<file path="config.mk">
export PLATFORM = sky130hd
export DESIGN_NAME = canonical_kmer_extractor_unit
export DESIGN_NICKNAME = d
export VERILOG_FILES = /design/src/hdl/ckx_pkg.sv /design/src/hdl/ckx_in_stage.sv /design/src/hdl/ckx_kmer_core.sv /design/src/hdl/ckx_out_stage.sv /design/src/hdl/canonical_kmer_extractor_unit.sv
export SDC_FILE = /design/constraint.sdc
export NUM_CORES = 1
export LEC_CHECK = 0
export ABC_AREA = 1
export BUFFER_PORTS_ARGS = -buffer_cell sky130_fd_sc_hd__buf_2
export CAP_MARGIN = 10
export CORE_ASPECT_RATIO = 0.7
export CORE_MARGIN = 3
export CORE_UTILIZATION = 55
export CTS_CLUSTER_DIAMETER = 40
export CTS_CLUSTER_SIZE = 24
export DETAILED_ROUTE_END_ITERATION = 10
export PLACE_DENSITY = 0.77
export SYNTH_ARGS = -nofsm -noshare
export SYNTH_HDL_FRONTEND = slang
export SYNTH_HIERARCHICAL = 1
export SYNTH_SLANG_ARGS = --single-unit
</file>
<file path="constraint.sdc">
create_clock -name clk_i -period 7.1 [get_ports clk_i]
set_clock_uncertainty 0.15 [all_clocks]
set_input_delay 0.355 -clock clk_i [delete_from_list [all_inputs] [get_ports clk_i]]
set_output_delay 0.355 -clock clk_i [all_outputs]
set_load 0.01 [all_outputs]
</file>
<file path="src/hdl/ckx_pkg.sv">
// ----------------------------------------------------------------------------
// ckx_pkg
// Shared types, constants and helpers for the canonical k-mer extractor.
// ----------------------------------------------------------------------------
package ckx_pkg;

  // Longest read handled; characters beyond it are dropped.
  localparam int unsigned MaxReadLen = 4096;
  // Position counter holds 0..MaxReadLen.
  localparam int unsigned PosW       = $clog2(MaxReadLen + 1);
  // Last N position holds -1..MaxReadLen-1, signed.
  localparam int unsigned LupW       = PosW + 1;
  // Headroom for the window compares.
  localparam int unsigned CmpW       = PosW + 2;

  localparam int unsigned KmerW      = 64;
  localparam int unsigned KLenW      = 6;
  localparam int unsigned StartPosW  = 12;
  localparam int unsigned ReadIdxW   = 24;
  localparam int unsigned CharW      = 8;
  localparam int unsigned CfgDataW   = KLenW;
  localparam int unsigned CfgIdxW    = 1;

  localparam logic [KLenW-1:0] KMin     = KLenW'(1);
  localparam logic [KLenW-1:0] KMax     = KLenW'(32);
  localparam logic [KLenW-1:0] KReset   = KLenW'(21);
  localparam logic             ExclNRst = 1'b1;

  localparam logic [CharW-1:0] ChAUp = 8'h41;
  localparam logic [CharW-1:0] ChALo = 8'h61;
  localparam logic [CharW-1:0] ChCUp = 8'h43;
  localparam logic [CharW-1:0] ChCLo = 8'h63;
  localparam logic [CharW-1:0] ChGUp = 8'h47;
  localparam logic [CharW-1:0] ChGLo = 8'h67;
  localparam logic [CharW-1:0] ChTUp = 8'h54;
  localparam logic [CharW-1:0] ChTLo = 8'h74;
  localparam logic [CharW-1:0] ChNUp = 8'h4E;
  localparam logic [CharW-1:0] ChNLo = 8'h6E;

  localparam logic [1:0] CodeA = 2'd0;
  localparam logic [1:0] CodeC = 2'd1;
  localparam logic [1:0] CodeG = 2'd2;
  localparam logic [1:0] CodeT = 2'd3;

  typedef enum logic [CfgIdxW-1:0] {
    CfgKmerLength = 1'b0,
    CfgExcludeN   = 1'b1
  } cfg_idx_e;

  typedef struct packed {
    logic [CharW-1:0]    base_char;
    logic [ReadIdxW-1:0] read_index;
    logic                last_in_read;
  } base_req_t;

  typedef struct packed {
    logic [KmerW-1:0]     kmer_code;
    logic                 is_reverse;
    logic [StartPosW-1:0] start_position;
    logic [ReadIdxW-1:0]  kmer_read_index;
  } kmer_req_t;

  typedef struct packed {
    logic [KLenW-1:0] kmer_length;
    logic             exclude_n;
  } cfg_t;

  // Input stage towards the core
  typedef struct packed {
    logic      valid;
    base_req_t req;
  } base_step_t;

  // Core towards the output stage
  typedef struct packed {
    logic      valid;
    kmer_req_t req;
  } kmer_res_t;

  typedef struct packed {
    logic       known;
    logic [1:0] code;
  } base_code_t;

  function automatic base_code_t base_code(input logic [CharW-1:0] ch);
    base_code_t r;
    r.known = 1'b1;
    r.code  = CodeA;
    if (ch == ChAUp || ch == ChALo) begin
      r.code = CodeA;
    end else if (ch == ChCUp || ch == ChCLo) begin
      r.code = CodeC;
    end else if (ch == ChGUp || ch == ChGLo) begin
      r.code = CodeG;
    end else if (ch == ChTUp || ch == ChTLo) begin
      r.code = CodeT;
    end else begin
      r.known = 1'b0;
    end
    return r;
  endfunction

endpackage

</file>
<file path="src/hdl/ckx_in_stage.sv">
// ----------------------------------------------------------------------------
// ckx_in_stage
// Input register: holds one request until the core consumes it.
// ----------------------------------------------------------------------------
module ckx_in_stage (
  input  logic               clk_i,
  input  logic               rst_ni,
  input  logic               in_valid_i,
  input  ckx_pkg::base_req_t in_req_i,
  output logic               in_stall_o,
  input  logic               advance_i,
  output ckx_pkg::base_step_t step_o
);

  logic               valid_q, valid_d;
  ckx_pkg::base_req_t req_q;
  logic               take;

  // Free when empty or draining this cycle
  assign in_stall_o = valid_q && !advance_i;
  assign take       = in_valid_i && !in_stall_o;

  always_comb begin
    valid_d = valid_q;
    if (take) begin
      valid_d = 1'b1;
    end else if (advance_i) begin
      valid_d = 1'b0;
    end
  end

  always_ff @(posedge clk_i or negedge rst_ni) begin
    if (!rst_ni) begin
      valid_q <= 1'b0;
    end else begin
      valid_q <= valid_d;
    end
  end

  always_ff @(posedge clk_i) begin
    if (take) begin
      req_q <= in_req_i;
    end
  end

  assign step_o.valid = valid_q;
  assign step_o.req   = req_q;

endmodule

</file>
<file path="src/hdl/ckx_kmer_core.sv">
// ----------------------------------------------------------------------------
// ckx_kmer_core
// Rolling forward / reverse-complement words, N tracking and canonical pick.
// ----------------------------------------------------------------------------
module ckx_kmer_core (
  input  logic                clk_i,
  input  logic                rst_ni,
  input  ckx_pkg::cfg_t       cfg_i,
  input  ckx_pkg::base_step_t step_i,
  input  logic                advance_i,
  output ckx_pkg::kmer_res_t  res_o
);

  localparam int unsigned KmerShW = $clog2(ckx_pkg::KmerW) + 1;

  logic [ckx_pkg::KmerW-1:0]       fwd_q, fwd_d, rev_q, rev_d;
  logic [ckx_pkg::PosW-1:0]        cnt_q, cnt_d;
  logic signed [ckx_pkg::LupW-1:0] lup_q, lup_d;

  logic [ckx_pkg::KLenW-1:0]       k_eff;
  logic [ckx_pkg::KLenW-2:0]       half;
  logic                            active;
  logic                            is_n;
  logic                            rec_n;
  ckx_pkg::base_code_t             bc;
  logic [ckx_pkg::KmerW-1:0]       mask;
  logic [ckx_pkg::KmerW-1:0]       fwd_n, rev_n, ins;
  logic [KmerShW-1:0]              mask_sh;
  logic [KmerShW-2:0]              ins_sh;
  logic signed [ckx_pkg::CmpW-1:0] y_s, k_s, lup_s, thr_s, lup_new_s, win_s, start_s;
  logic                            emit;

  always_comb begin
    if (cfg_i.kmer_length == '0) begin
      k_eff = ckx_pkg::KMin;
    end else if (cfg_i.kmer_length > ckx_pkg::KMax) begin
      k_eff = ckx_pkg::KMax;
    end else begin
      k_eff = cfg_i.kmer_length;
    end
  end

  assign half   = (ckx_pkg::KLenW - 1)'((k_eff - ckx_pkg::KMin) >> 1);
  assign active = (cnt_q < ckx_pkg::PosW'(ckx_pkg::MaxReadLen));
  assign bc     = ckx_pkg::base_code(step_i.req.base_char);
  assign is_n   = (step_i.req.base_char == ckx_pkg::ChNUp) ||
                  (step_i.req.base_char == ckx_pkg::ChNLo);

  // N record position, with the offset exception
  assign y_s    = ckx_pkg::CmpW'(cnt_q);
  assign k_s    = ckx_pkg::CmpW'(k_eff);
  assign lup_s  = ckx_pkg::CmpW'(lup_q);
  assign thr_s  = lup_s + ckx_pkg::CmpW'(half) - ckx_pkg::CmpW'(1);
  assign rec_n  = cfg_i.exclude_n && is_n && (y_s != thr_s);
  assign lup_new_s = rec_n ? y_s : lup_s;

  // Shift words; 2k = 64 gives an all-ones mask
  assign mask_sh = KmerShW'({k_eff, 1'b0});
  assign mask    = ~({ckx_pkg::KmerW{1'b1}} << mask_sh);
  assign ins_sh  = (KmerShW - 1)'({k_eff - ckx_pkg::KMin, 1'b0});
  assign ins     = ckx_pkg::KmerW'(2'd3 - bc.code) << ins_sh;
  assign fwd_n   = ((fwd_q << 2) | (bc.known ? ckx_pkg::KmerW'(bc.code) : '0)) & mask;
  assign rev_n   = ((rev_q >> 2) | (bc.known ? ins : '0)) & mask;

  assign win_s   = y_s - k_s;
  assign start_s = win_s + ckx_pkg::CmpW'(1);
  assign emit    = active && (lup_new_s <= win_s) && (fwd_n != rev_n);

  assign res_o.valid                   = step_i.valid && emit;
  assign res_o.req.is_reverse          = rev_n < fwd_n;
  assign res_o.req.kmer_code           = (rev_n < fwd_n) ? rev_n : fwd_n;
  assign res_o.req.start_position      = start_s[ckx_pkg::StartPosW-1:0];
  assign res_o.req.kmer_read_index     = step_i.req.read_index;

  always_comb begin
    fwd_d = fwd_q;
    rev_d = rev_q;
    cnt_d = cnt_q;
    lup_d = lup_q;
    if (advance_i) begin
      if (active) begin
        fwd_d = fwd_n;
        rev_d = rev_n;
        cnt_d = cnt_q + ckx_pkg::PosW'(1);
        lup_d = ckx_pkg::LupW'(lup_new_s);
      end
      if (step_i.req.last_in_read) begin
        fwd_d = '0;
        rev_d = '0;
        cnt_d = '0;
        lup_d = '1;
      end
    end
  end

  always_ff @(posedge clk_i or negedge rst_ni) begin
    if (!rst_ni) begin
      fwd_q <= '0;
      rev_q <= '0;
      cnt_q <= '0;
      lup_q <= '1;
    end else begin
      fwd_q <= fwd_d;
      rev_q <= rev_d;
      cnt_q <= cnt_d;
      lup_q <= lup_d;
    end
  end

  // Counter never passes the read length cap
  a_cnt_cap: assert property (@(posedge clk_i) disable iff (!rst_ni)
    cnt_q <= ckx_pkg::PosW'(ckx_pkg::MaxReadLen))
    else $error("position counter beyond read length cap");

  // Recorded N always lies behind the current position
  a_lup_behind: assert property (@(posedge clk_i) disable iff (!rst_ni)
    lup_s < y_s)
    else $error("last N position not behind current position");

  // An end-of-read step leaves the window empty
  a_clear: assert property (@(posedge clk_i) disable iff (!rst_ni)
    (advance_i && step_i.req.last_in_read) |=> (cnt_q == '0 && fwd_q == '0))
    else $error("state not cleared after end of read");

endmodule

</file>
<file path="src/hdl/ckx_out_stage.sv">
// ----------------------------------------------------------------------------
// ckx_out_stage
// Result register; holds a k-mer until the sink takes it.
// ----------------------------------------------------------------------------
module ckx_out_stage (
  input  logic               clk_i,
  input  logic               rst_ni,
  input  ckx_pkg::kmer_res_t res_i,
  input  logic               advance_i,
  output logic               can_take_o,
  output logic               out_valid_o,
  output ckx_pkg::kmer_req_t out_req_o,
  input  logic               out_stall_i
);

  logic               valid_q, valid_d;
  ckx_pkg::kmer_req_t req_q;

  assign can_take_o = !valid_q || !out_stall_i;

  always_comb begin
    valid_d = valid_q;
    if (advance_i) begin
      valid_d = res_i.valid;
    end else if (can_take_o) begin
      valid_d = 1'b0;
    end
  end

  always_ff @(posedge clk_i or negedge rst_ni) begin
    if (!rst_ni) begin
      valid_q <= 1'b0;
    end else begin
      valid_q <= valid_d;
    end
  end

  always_ff @(posedge clk_i) begin
    if (advance_i && res_i.valid) begin
      req_q <= res_i.req;
    end
  end

  assign out_valid_o = valid_q;
  assign out_req_o   = req_q;

endmodule

</file>
<file path="src/hdl/canonical_kmer_extractor_unit.sv">
// ----------------------------------------------------------------------------
// canonical_kmer_extractor_unit
// Streams read characters and emits canonical 2-bit packed k-mers.
// ----------------------------------------------------------------------------
// Takes one read character per request and returns at most one canonical
// k-mer per character. Throughput is one character per clock while the
// output is not stalled; a taken character is held in the input register
// and its k-mer is registered in the output register. That rate is set
// by the core's state update: shift of the forward and reverse-complement
// words, the 2k mask, N tracking and the 64-bit compare are all combinational.
// kmer_length and exclude_n should only be written while the unit is idle;
// a change applies from the next character and clears no read state.
module canonical_kmer_extractor_unit (
  input  logic                             clk_i,
  input  logic                             rst_ni,
  // character requests
  input  logic                             in_valid_i,
  output logic                             in_stall_o,
  input  ckx_pkg::base_req_t               in_req_i,
  // k-mer results
  output logic                             out_valid_o,
  input  logic                             out_stall_i,
  output ckx_pkg::kmer_req_t               out_req_o,
  // register writes
  input  logic                             cfg_we_i,
  input  logic [ckx_pkg::CfgIdxW-1:0]      cfg_index_i,
  input  logic [ckx_pkg::CfgDataW-1:0]     cfg_wdata_i
);

  ckx_pkg::cfg_t       cfg_q, cfg_d;
  ckx_pkg::base_step_t step;
  ckx_pkg::kmer_res_t  res;
  logic                can_take;
  logic                advance;

  // --- configuration registers ---
  always_comb begin
    cfg_d = cfg_q;
    if (cfg_we_i) begin
      unique case (ckx_pkg::cfg_idx_e'(cfg_index_i))
        ckx_pkg::CfgKmerLength: cfg_d.kmer_length = cfg_wdata_i[ckx_pkg::KLenW-1:0];
        ckx_pkg::CfgExcludeN:   cfg_d.exclude_n   = cfg_wdata_i[0];
        default:                cfg_d = cfg_q;
      endcase
    end
  end

  always_ff @(posedge clk_i or negedge rst_ni) begin
    if (!rst_ni) begin
      cfg_q.kmer_length <= ckx_pkg::KReset;
      cfg_q.exclude_n   <= ckx_pkg::ExclNRst;
    end else begin
      cfg_q <= cfg_d;
    end
  end

  // A held character moves on whenever the result register has room,
  // including characters that produce no k-mer.
  assign advance = step.valid && can_take;

  ckx_in_stage u_in_stage (
    .clk_i      (clk_i),
    .rst_ni     (rst_ni),
    .in_valid_i (in_valid_i),
    .in_req_i   (in_req_i),
    .in_stall_o (in_stall_o),
    .advance_i  (advance),
    .step_o     (step)
  );

  ckx_kmer_core u_core (
    .clk_i     (clk_i),
    .rst_ni    (rst_ni),
    .cfg_i     (cfg_q),
    .step_i    (step),
    .advance_i (advance),
    .res_o     (res)
  );

  ckx_out_stage u_out_stage (
    .clk_i       (clk_i),
    .rst_ni      (rst_ni),
    .res_i       (res),
    .advance_i   (advance),
    .can_take_o  (can_take),
    .out_valid_o (out_valid_o),
    .out_req_o   (out_req_o),
    .out_stall_i (out_stall_i)
  );

  // Input side only stalls while a character is held
  a_stall_held: assert property (@(posedge clk_i) disable iff (!rst_ni)
    in_stall_o |-> step.valid)
    else $error("input stalled with empty input register");

  // A held character is not lost while the output is backed up
  a_hold_on_stall: assert property (@(posedge clk_i) disable iff (!rst_ni)
    (step.valid && out_valid_o && out_stall_i) |=> step.valid)
    else $error("character dropped under output stall");

  // Taken result with nothing new behind it empties the output
  a_out_drain: assert property (@(posedge clk_i) disable iff (!rst_ni)
    (out_valid_o && !out_stall_i && !(advance && res.valid)) |=> !out_valid_o)
    else $error("result repeated after being taken");

endmodule

</file>
==> results of run 1 <==
## per-layer routing
| layer | part of all wire [%] | track usage (%) | wire (um) | vias up |
|---|---|---|---|---|
| met2 | 42 | 42.04 | 20160 | 652 |
| met4 | 1.5 | 5.779 | 700 | 0 |
| met5 | 0 | 0 | 0 | - |
| met3 | 11 | 7.810 | 5209 | 68 |
| li1 | - | - | - | 6935 |
| met1 | 45 | 43.33 | 21600 | 7009 |
## worst max-delay path: cells and delay by family (launching register included)
| kind | cells | cell delay (ns) |
|---|---|---|
| DFF | 1 | 0.47 |
| buffers and inverters | 5 | 0.64 |
| adders and majority gates | 6 | 1.76 |
| AOI/OAI and AO/OA | 5 | 0.97 |
| and+or+nand+nor | 16 | 2.04 |
| xor gates and xnor gates | 1 | 0.19 |
## power groups by stage
stage	sequential [mW]	combinational (mW)	clock, mW
after floorplan	2.01	1.26	0
after global routing	1.98	2.05	1.97
after global placement	2.00	1.75	0
after CTS	1.97	1.80	1.89
final	1.97	1.85	1.86
after detailed placement	2.00	1.77	0
## state kept, by name (all words and copies together), names as in the netlist
register and cells:
u_in_stage/step_o 32, u_core/rev_q 62, u_out_stage/out_valid_o 1, u_core/cnt_q 13, u_out_stage/out_req_o 101, cfg_q 7
u_core/lup_q 14, u_core/fwd_q 62, u_in_stage/valid_q 1
## final timing paths
| kind | start | endpoint | slack, ns |
|---|---|---|---|
| max | cfg_q[2] | u_out_stage/out_req_o[77] | 0.47 |
| min | cfg_we_i | cfg_q[5] | 0.04 |
| max reg2reg | cfg_q[2] | u_out_stage/out_req_o[77] | 0.47 |
| min reg2reg | u_in_stage/step_o[1] | u_out_stage/out_req_o[0] | 0.26 |
| max in group asynchronous | rst_ni | cfg_q[4] | 5.43 |
| min in group asynchronous | rst_ni | u_core/cnt_q[9] | 0.18 |
## stage by stage
stage	setup WS (ns)	hold slack, ns	utilization (%)	instance area, um2
final	0.4727	0.04362	64.83	19650
after global routing	0.08825	0.04834	64.83	19650
after CTS	0.3199	0.01911	64.78	19630
after detailed placement	0.3925	0.1562	59.37	17990
after global placement	0.5181	0.1482	59.37	17990
after floorplan	0.3309	-0.09059	-	17060
## cell type report
class	instances	area share (%)
clock inverter	25	1.465
sequential	293	40.82
inverter	324	6.209
timing repair buffer	207	6.859
tap	412	2.624
multi-input combinational	1340	37.33
clock buffer	39	4.694
## what timing repair did
item                       4_1_cts  5_1_grt
setup endpoints to repair        0      101
setup buffers                    0        0
hold endpoints to repair        84        0
gates resized for setup          0        3
hold buffers                    43        0
==> impl_metrics.toml, run 1 <==
[critical_path]
startpoint_type = "register"
cp_max_fo = 66
arrival_ns = 6.67
crit_path_frequent_cell = "ha_1"
crit_required_ns = 7.14
worstSetupPathType = "reg2reg"
rr_worst_depth = 33
crit_slowest_cell = "dfrtp_1"
crit_path_max_incr_delay_ns = 0.47
end_kind = "register"

[power_and_ir_drop]
p_total_mw = 5.684
p_int_mw = 3.546
leakage_nw = 9.009
clock_power_share_pct = 32.8
comb_power_share_pct = 32.5
power.share.sequential_pct = 34.7
swShare_pct = 37.60
max-vdd-ir-drop_v = 0.0002014
power_density_nw_per_um2 = 289.3
p_sw_mw = 2.137

[yosys]
yosysWarnings = 6
syn-num-nets = 2201
synthCells = 2047
synth_area_per_cell_um2 = 8.332
synth_area_um2 = 17060

[sta]
hold_viol = 0
rsz0062_at_grt = "false"
slew_headroom_pct = 18.01
worstMarginPinSlew_ns = 1.230
fin_crit_sh_pct = 93.34
max_freq_ghz = 0.1509
setup_viol = 0
tns_ns = 0
finalCriticalPeriod_ns = 6.627
slew_viol_final = 0

[global_routing]
gr-usage-all-layers_pct = 28.79
grt_max_degree = 84
grt_pass1_wl_um = 75880
grt_overflow = 0
grt_pass1_vias = 13898
grt_antenna_before_repair = 0

[detailed_routing]
wl_per_cell_um = 18.05
drtIter0Drc = 1752
wirelength_um = 47660
viasPerCell = 5.555
post-route-drc-count = 0
final_antenna_net_count = 0
num_vias = 14664
firstDrtPassIters = 6

[run_status]
status = "finished clean"

[floorplan]
dieArea_um2 = 33190
coreArea_um2 = 30310
dieWidth_um = 216.5
io_pins = 148
rows = 53
die_h_um = 153.3
initial_core_util_pct = 56.28

[final_layout]
syn_to_final_growth_pct = 15.19
drive_gt1_share_pct = 15.71
ff_latch_area_um2 = 8020
diodes = 0
nFillCells = 2483
fin_nets = 2355
final_common_cell = "nand2_1"
multi_input_area_um2 = 7333
finalNonFillerCells = 2640
layout_common_cells = "nand2_1 (553), inv_1 (309), buf_2 (145)"

[clocking]
path_clk_slew_ns = 0.06
cts_buffer_depth = 3
htree_levels = 2
clkLatencyLatePin_ns = 0.54
cts_tree = "yes"
cts_sinks = 293
cts_root_buffer = "clkbuf_16"
cts_buffers = 35

[placed_design]
place_congestion = 0.9627
placed_cells = 2533
port_buffers = 146
dp_hpwl_um = 34620

[worst_hold_path]
hold_class = "in2reg"
min_delay_path_depth = 3

[flow_run]
maxCapViolCount = 0
No activity file was read; power rests on OpenSTA's default activity.
==> inputs of run 2 (changes only) <==
PLACE_DENSITY = unset   (was 0.77)
PLACE_DENSITY_LB_ADDON = 0.1   (was unset)
REMOVE_ABC_BUFFERS = 1   (was unset)
==> impl_metrics.toml, run 2 (same netlist as run 1, synthesis figures left out) <==
[run_status]
status = "finished clean"

[final_layout]
drive_gt1_share_pct = 15.75
largest_reg_flops = 101
syn_to_final_growth_pct = 15.13
fin_nets = 2355
final_common_cell = "nand2_1"
final_core_util_pct = 64.80
layout_common_cells = "nand2_1 (553), inv_1 (309), buf_2 (145)"
diodes = 0

[detailed_routing]
firstDrtPassIters = 5
viasPerCell = 5.448
num_vias = 14387
wirelength_um = 48070
drtIter0Drc = 1543
final_antenna_net_count = 0
wl_per_cell_um = 18.20
post-route-drc-count = 0

[sta]
hold_viol = 0
fin_crit_sh_pct = 92.78
slew_viol_final = 0
finalCriticalPeriod_ns = 6.587
slew_headroom_pct = 20.48
setup_viol = 0
worstMarginPinSlew_ns = 1.193
max_freq_ghz = 0.1518
rsz0062_at_grt = "false"

[critical_path]
path_buf_inv = 6
crit_path_max_incr_delay_ns = 0.47
arrival_ns = 6.64
crit_family = "simple AND/OR/NAND/NOR gates"
worstSetupPathType = "reg2reg"
end_kind = "register"
startpoint_type = "register"
crit_slowest_cell = "dfrtp_1"
crit_required_ns = 7.16
cp_max_fo = 38

[global_routing]
grt_overflow = 0
grt_antenna_before_repair = 0
gr-usage-all-layers_pct = 28.95
grt_pass1_wl_um = 75720
grt_pass1_vias = 13579
grt_max_degree = 65

[clocking]
cts_tree = "yes"
clkLatencyLatePin_ns = 0.54
cts_sinks = 293
cts_buffers = 36
cts_buffer_depth = 3
postCtsSetupBuffers = 0
htree_levels = 2
cts_root_buffer = "clkbuf_16"
path_clk_slew_ns = 0.06

[placed_design]
place_congestion = 0.9359
port_buffers = 146
dp_hpwl_um = 35130

[floorplan]
rows = 53
initial_core_util_pct = 56.28
dieArea_um2 = 33190
dieWidth_um = 216.5
die_h_um = 153.3
io_pins = 148
coreArea_um2 = 30310

[power_and_ir_drop]
clock_power_share_pct = 32.1
leakage_nw = 8.998
power_density_nw_per_um2 = 288.8
swShare_pct = 38.02
comb_power_share_pct = 33.2
power.share.sequential_pct = 34.7
p_int_mw = 3.515
p_sw_mw = 2.156
max-vdd-ir-drop_v = 0.0001712
p_total_mw = 5.671

[worst_hold_path]
hold_class = "in2reg"

[flow_run]
maxCapViolCount = 0
==> run 2: changes by cell type in the layout (fill, tap and decap cells not counted), sizes merged <==
cell | previous run | this run
inv | 336 | 333
buf | 164 | 163
clkinvlp | 4 | 5
bufinv | 2 | 1
clkinv | 7 | 12
==> run 2: metal layers <==
| layer | wire length [um] | track usage (%) | vias to the layer above |
|---|---|---|---|
| li1 | - | - | 6930 |
| met1 | 23750 | 47.78 | 6803 |
| met2 | 19080 | 39.57 | 595 |
| met3 | 4324 | 4.511 | 56 |
| met4 | 803 | 5.967 | 3 |
| met5 | 103 | 2.174 | - |
==> run 2: metrics by stage <==
step / hold WS (ns) / cells / setup WS (ns) / TNS (ns) / area, um2
after floorplan: -0.09059 / 1957 / -0.6684 / -67.50 / 16530
after global placement: 0.2302 / 2532 / 0.5595 / 0 / 18010
after detailed placement: 0.2348 / 2532 / 0.4062 / 0 / 18010
after CTS: 0.003141 / 2641 / 0.3845 / 0 / 19630
after global routing: 0.02504 / 2641 / 0.05505 / 0 / 19640
final: 0.03131 / 2641 / 0.5128 / 0 / 19640
==> run 2: worst paths after layout <==
path,startpoint,endpoint,slack [ns],depth (start not counted)
worst max-delay path,cfg_q[2],u_out_stage/out_req_o[86],0.51,35
worst min-delay path,cfg_index_i,cfg_q[5],0.03,4
worst max register to register,cfg_q[2],u_out_stage/out_req_o[86],0.51,35
worst min register to register,u_in_stage/step_o[20],u_out_stage/out_req_o[19],0.26,0
max in group asynchronous,rst_ni,u_core/rev_q[29],5.39,3
min in group asynchronous,rst_ni,u_core/cnt_q[9],0.24,2
==> run 2: cell type report <==
| class | count | area, um2 |
|---|---|---|
| clock buffers | 39 | 933.4 |
| inverters | 324 | 1219 |
| well taps | 412 | 515.5 |
| fillers | 2591 | 10670 |
| flip-flops and latches | 293 | 8020 |
| multi-input cells | 1340 | 7340 |
| repair buffers | 206 | 1358 |
| clock inverters | 27 | 251.5 |
==> run 2: worst min-delay path: stages <==
cell     delay, ns
buf_2         0.11
inv_2         0.10
nand3_1       0.09
nand2_1       0.05
==> run 2: what timing repair did <==
item                       4_1_cts  5_1_grt
hold buffers                    43        0
setup endpoints to repair        0       96
hold endpoints to repair        89        0
resized for setup                0        2
==> run 2: power groups by stage <==
stage          clock network (mW)  registers [mW]  logic (mW)
6_report                     1.82            1.97        1.88
5_1_grt                      1.91            1.98        2.07
4_1_cts                      1.84            1.97        1.85
3_5_place_dp                    0            2.00        1.82
3_3_place_gp                    0            2.00        1.80
2_1_floorplan                   0            2.01        1.19
==> inputs of run 3 (changes only) <==
CTS_BUF_LIST = sky130_fd_sc_hd__clkbuf_4 sky130_fd_sc_hd__clkbuf_8 sky130_fd_sc_hd__clkbuf_16   (was unset)
SLEW_MARGIN = 20   (was unset)
==> impl_metrics.toml, run 3 (same netlist as run 1, synthesis figures left out) <==
[detailed_routing]
wirelength_um = 48000
num_vias = 14371
firstDrtPassIters = 6
post-route-drc-count = 0
final_antenna_net_count = 0
drtIter0Drc = 1476
viasPerCell = 5.439
wl_per_cell_um = 18.17

[placed_design]
port_buffers = 146
place_congestion = 0.9359
place_worst_setup_slack_ns = 0.4062
dp_hpwl_um = 35130
placed_cells = 2532

[floorplan]
die_h_um = 153.3
rows = 53
io_pins = 148
initial_core_util_pct = 56.28
coreArea_um2 = 30310
dieWidth_um = 216.5
dieArea_um2 = 33190

[sta]
setup_ws_ns = 0.5412
max_freq_ghz = 0.1525
fin_crit_sh_pct = 92.38
slew_headroom_pct = 25.25
finalCriticalPeriod_ns = 6.559
hold_viol = 0
setup_viol = 0
worstMarginPinSlew_ns = 1.109
rsz0062_at_grt = "false"
slew_viol_final = 0

[clocking]
htree_levels = 2
path_clk_slew_ns = 0.06
cts_root_buffer = "clkbuf_16"
cts_buffers = 36
clkLatencyLatePin_ns = 0.54
cts_sinks = 293
postCtsSetupBuffers = 0
cts_tree = "yes"
cts_buffer_depth = 3

[global_routing]
grt_overflow = 0
grt_antenna_before_repair = 0
grt_pass1_wl_um = 75700
grt_max_degree = 65
gr-usage-all-layers_pct = 28.94
grt_pass1_vias = 13581

[final_layout]
largest_reg_flops = 101
layout_common_cells = "nand2_1 (553), inv_1 (309), buf_2 (145)"
drive_gt1_share_pct = 15.87
final_common_cell = "nand2_1"
diodes = 0
fin_nets = 2356
finalNonFillerCells = 2642
syn_to_final_growth_pct = 15.30

[flow_run]
maxCapViolCount = 0

[power_and_ir_drop]
p_total_mw = 5.684
leakage_nw = 9.014
power_density_nw_per_um2 = 289.0
max-vdd-ir-drop_v = 0.0001712

[run_status]
status = "finished clean"

[critical_path]
arrival_ns = 6.61
crit_path_max_incr_delay_ns = 0.47
worstSetupPathType = "reg2reg"
startpoint_type = "register"
crit_required_ns = 7.15
end_kind = "register"
crit_slowest_cell = "dfrtp_1"
cp_max_fo = 38

[worst_hold_path]
hold_class = "in2reg"
[run 3: cell types whose count changed in the layout (fill, tap and decap cells not counted), sizes merged]
cell,previous run,this run
buf,163,164
clkinv,12,13
inv,333,332
[run 3: area by class of cell]
cell class	count	area (um2)
Fill cell	2588	10640
Sequential cell	293	8020
Multi-Input combinational cell	1340	7340
Timing Repair Buffer	207	1378
Inverter	324	1220
Clock buffer	39	940.9
Tap cell	412	515.5
Clock inverter	27	251.5
[run 3: report_power, final]
| group | internal [mW] | switching, mW |
|---|---|---|
| Clock | 1.03 | 0.795 |
| Combinational | 0.581 | 1.30 |
| Sequential | 1.91 | 0.0608 |
[run 3: repair_timing]
item	CTS	global route
setup endpoints to repair	0	96
gates resized for setup	0	2
hold buffers	43	0
hold endpoints to repair	89	0
[run 3: per-stage QoR]
step / hold slack (ns) / setup TNS [ns] / utilization [%] / area (um2)
after floorplan: -0.09059 / -67.50 / - / 16530
after global placement: 0.2302 / 0 / 59.44 / 18010
after detailed placement: 0.2348 / 0 / 59.44 / 18010
after CTS: 0.003141 / 0 / 64.80 / 19640
after global routing: 0.02504 / 0 / 64.89 / 19670
final: 0.03458 / 0 / 64.89 / 19670
[run 3: worst paths after layout]
kind,from,to,slack (ns),depth (start not counted)
setup / recovery,cfg_q[2],u_out_stage/out_req_o[86],0.54,35
hold / removal,cfg_index_i,cfg_q[5],0.03,4
setup reg to reg,cfg_q[2],u_out_stage/out_req_o[86],0.54,35
hold reg to reg,u_in_stage/step_o[20],u_out_stage/out_req_o[19],0.26,0
max in group asynchronous,rst_ni,u_core/fwd_q[37],5.38,3
min in group asynchronous,rst_ni,u_core/cnt_q[9],0.24,2
[run 3: worst max-delay path: cells and delay by family (launching register included)]
kind | cells | cell delay (ns)
adders and majority gates | 6 | 1.95
DFF | 1 | 0.47
AOI/OAI and AO/OA | 4 | 0.68
xor gates and xnor gates | 1 | 0.16
and+or+nand+nor | 18 | 2.11
buffers and inverters | 6 | 0.65
[run 3: routing by layer]
metal	part of all wire (%)	GRT usage (%)	up-vias
met5	0.21	2.174	-
met3	9.1	4.511	52
met2	40	39.57	590
met1	49	47.76	6793
li1	-	-	6933
met4	1.6	5.967	3
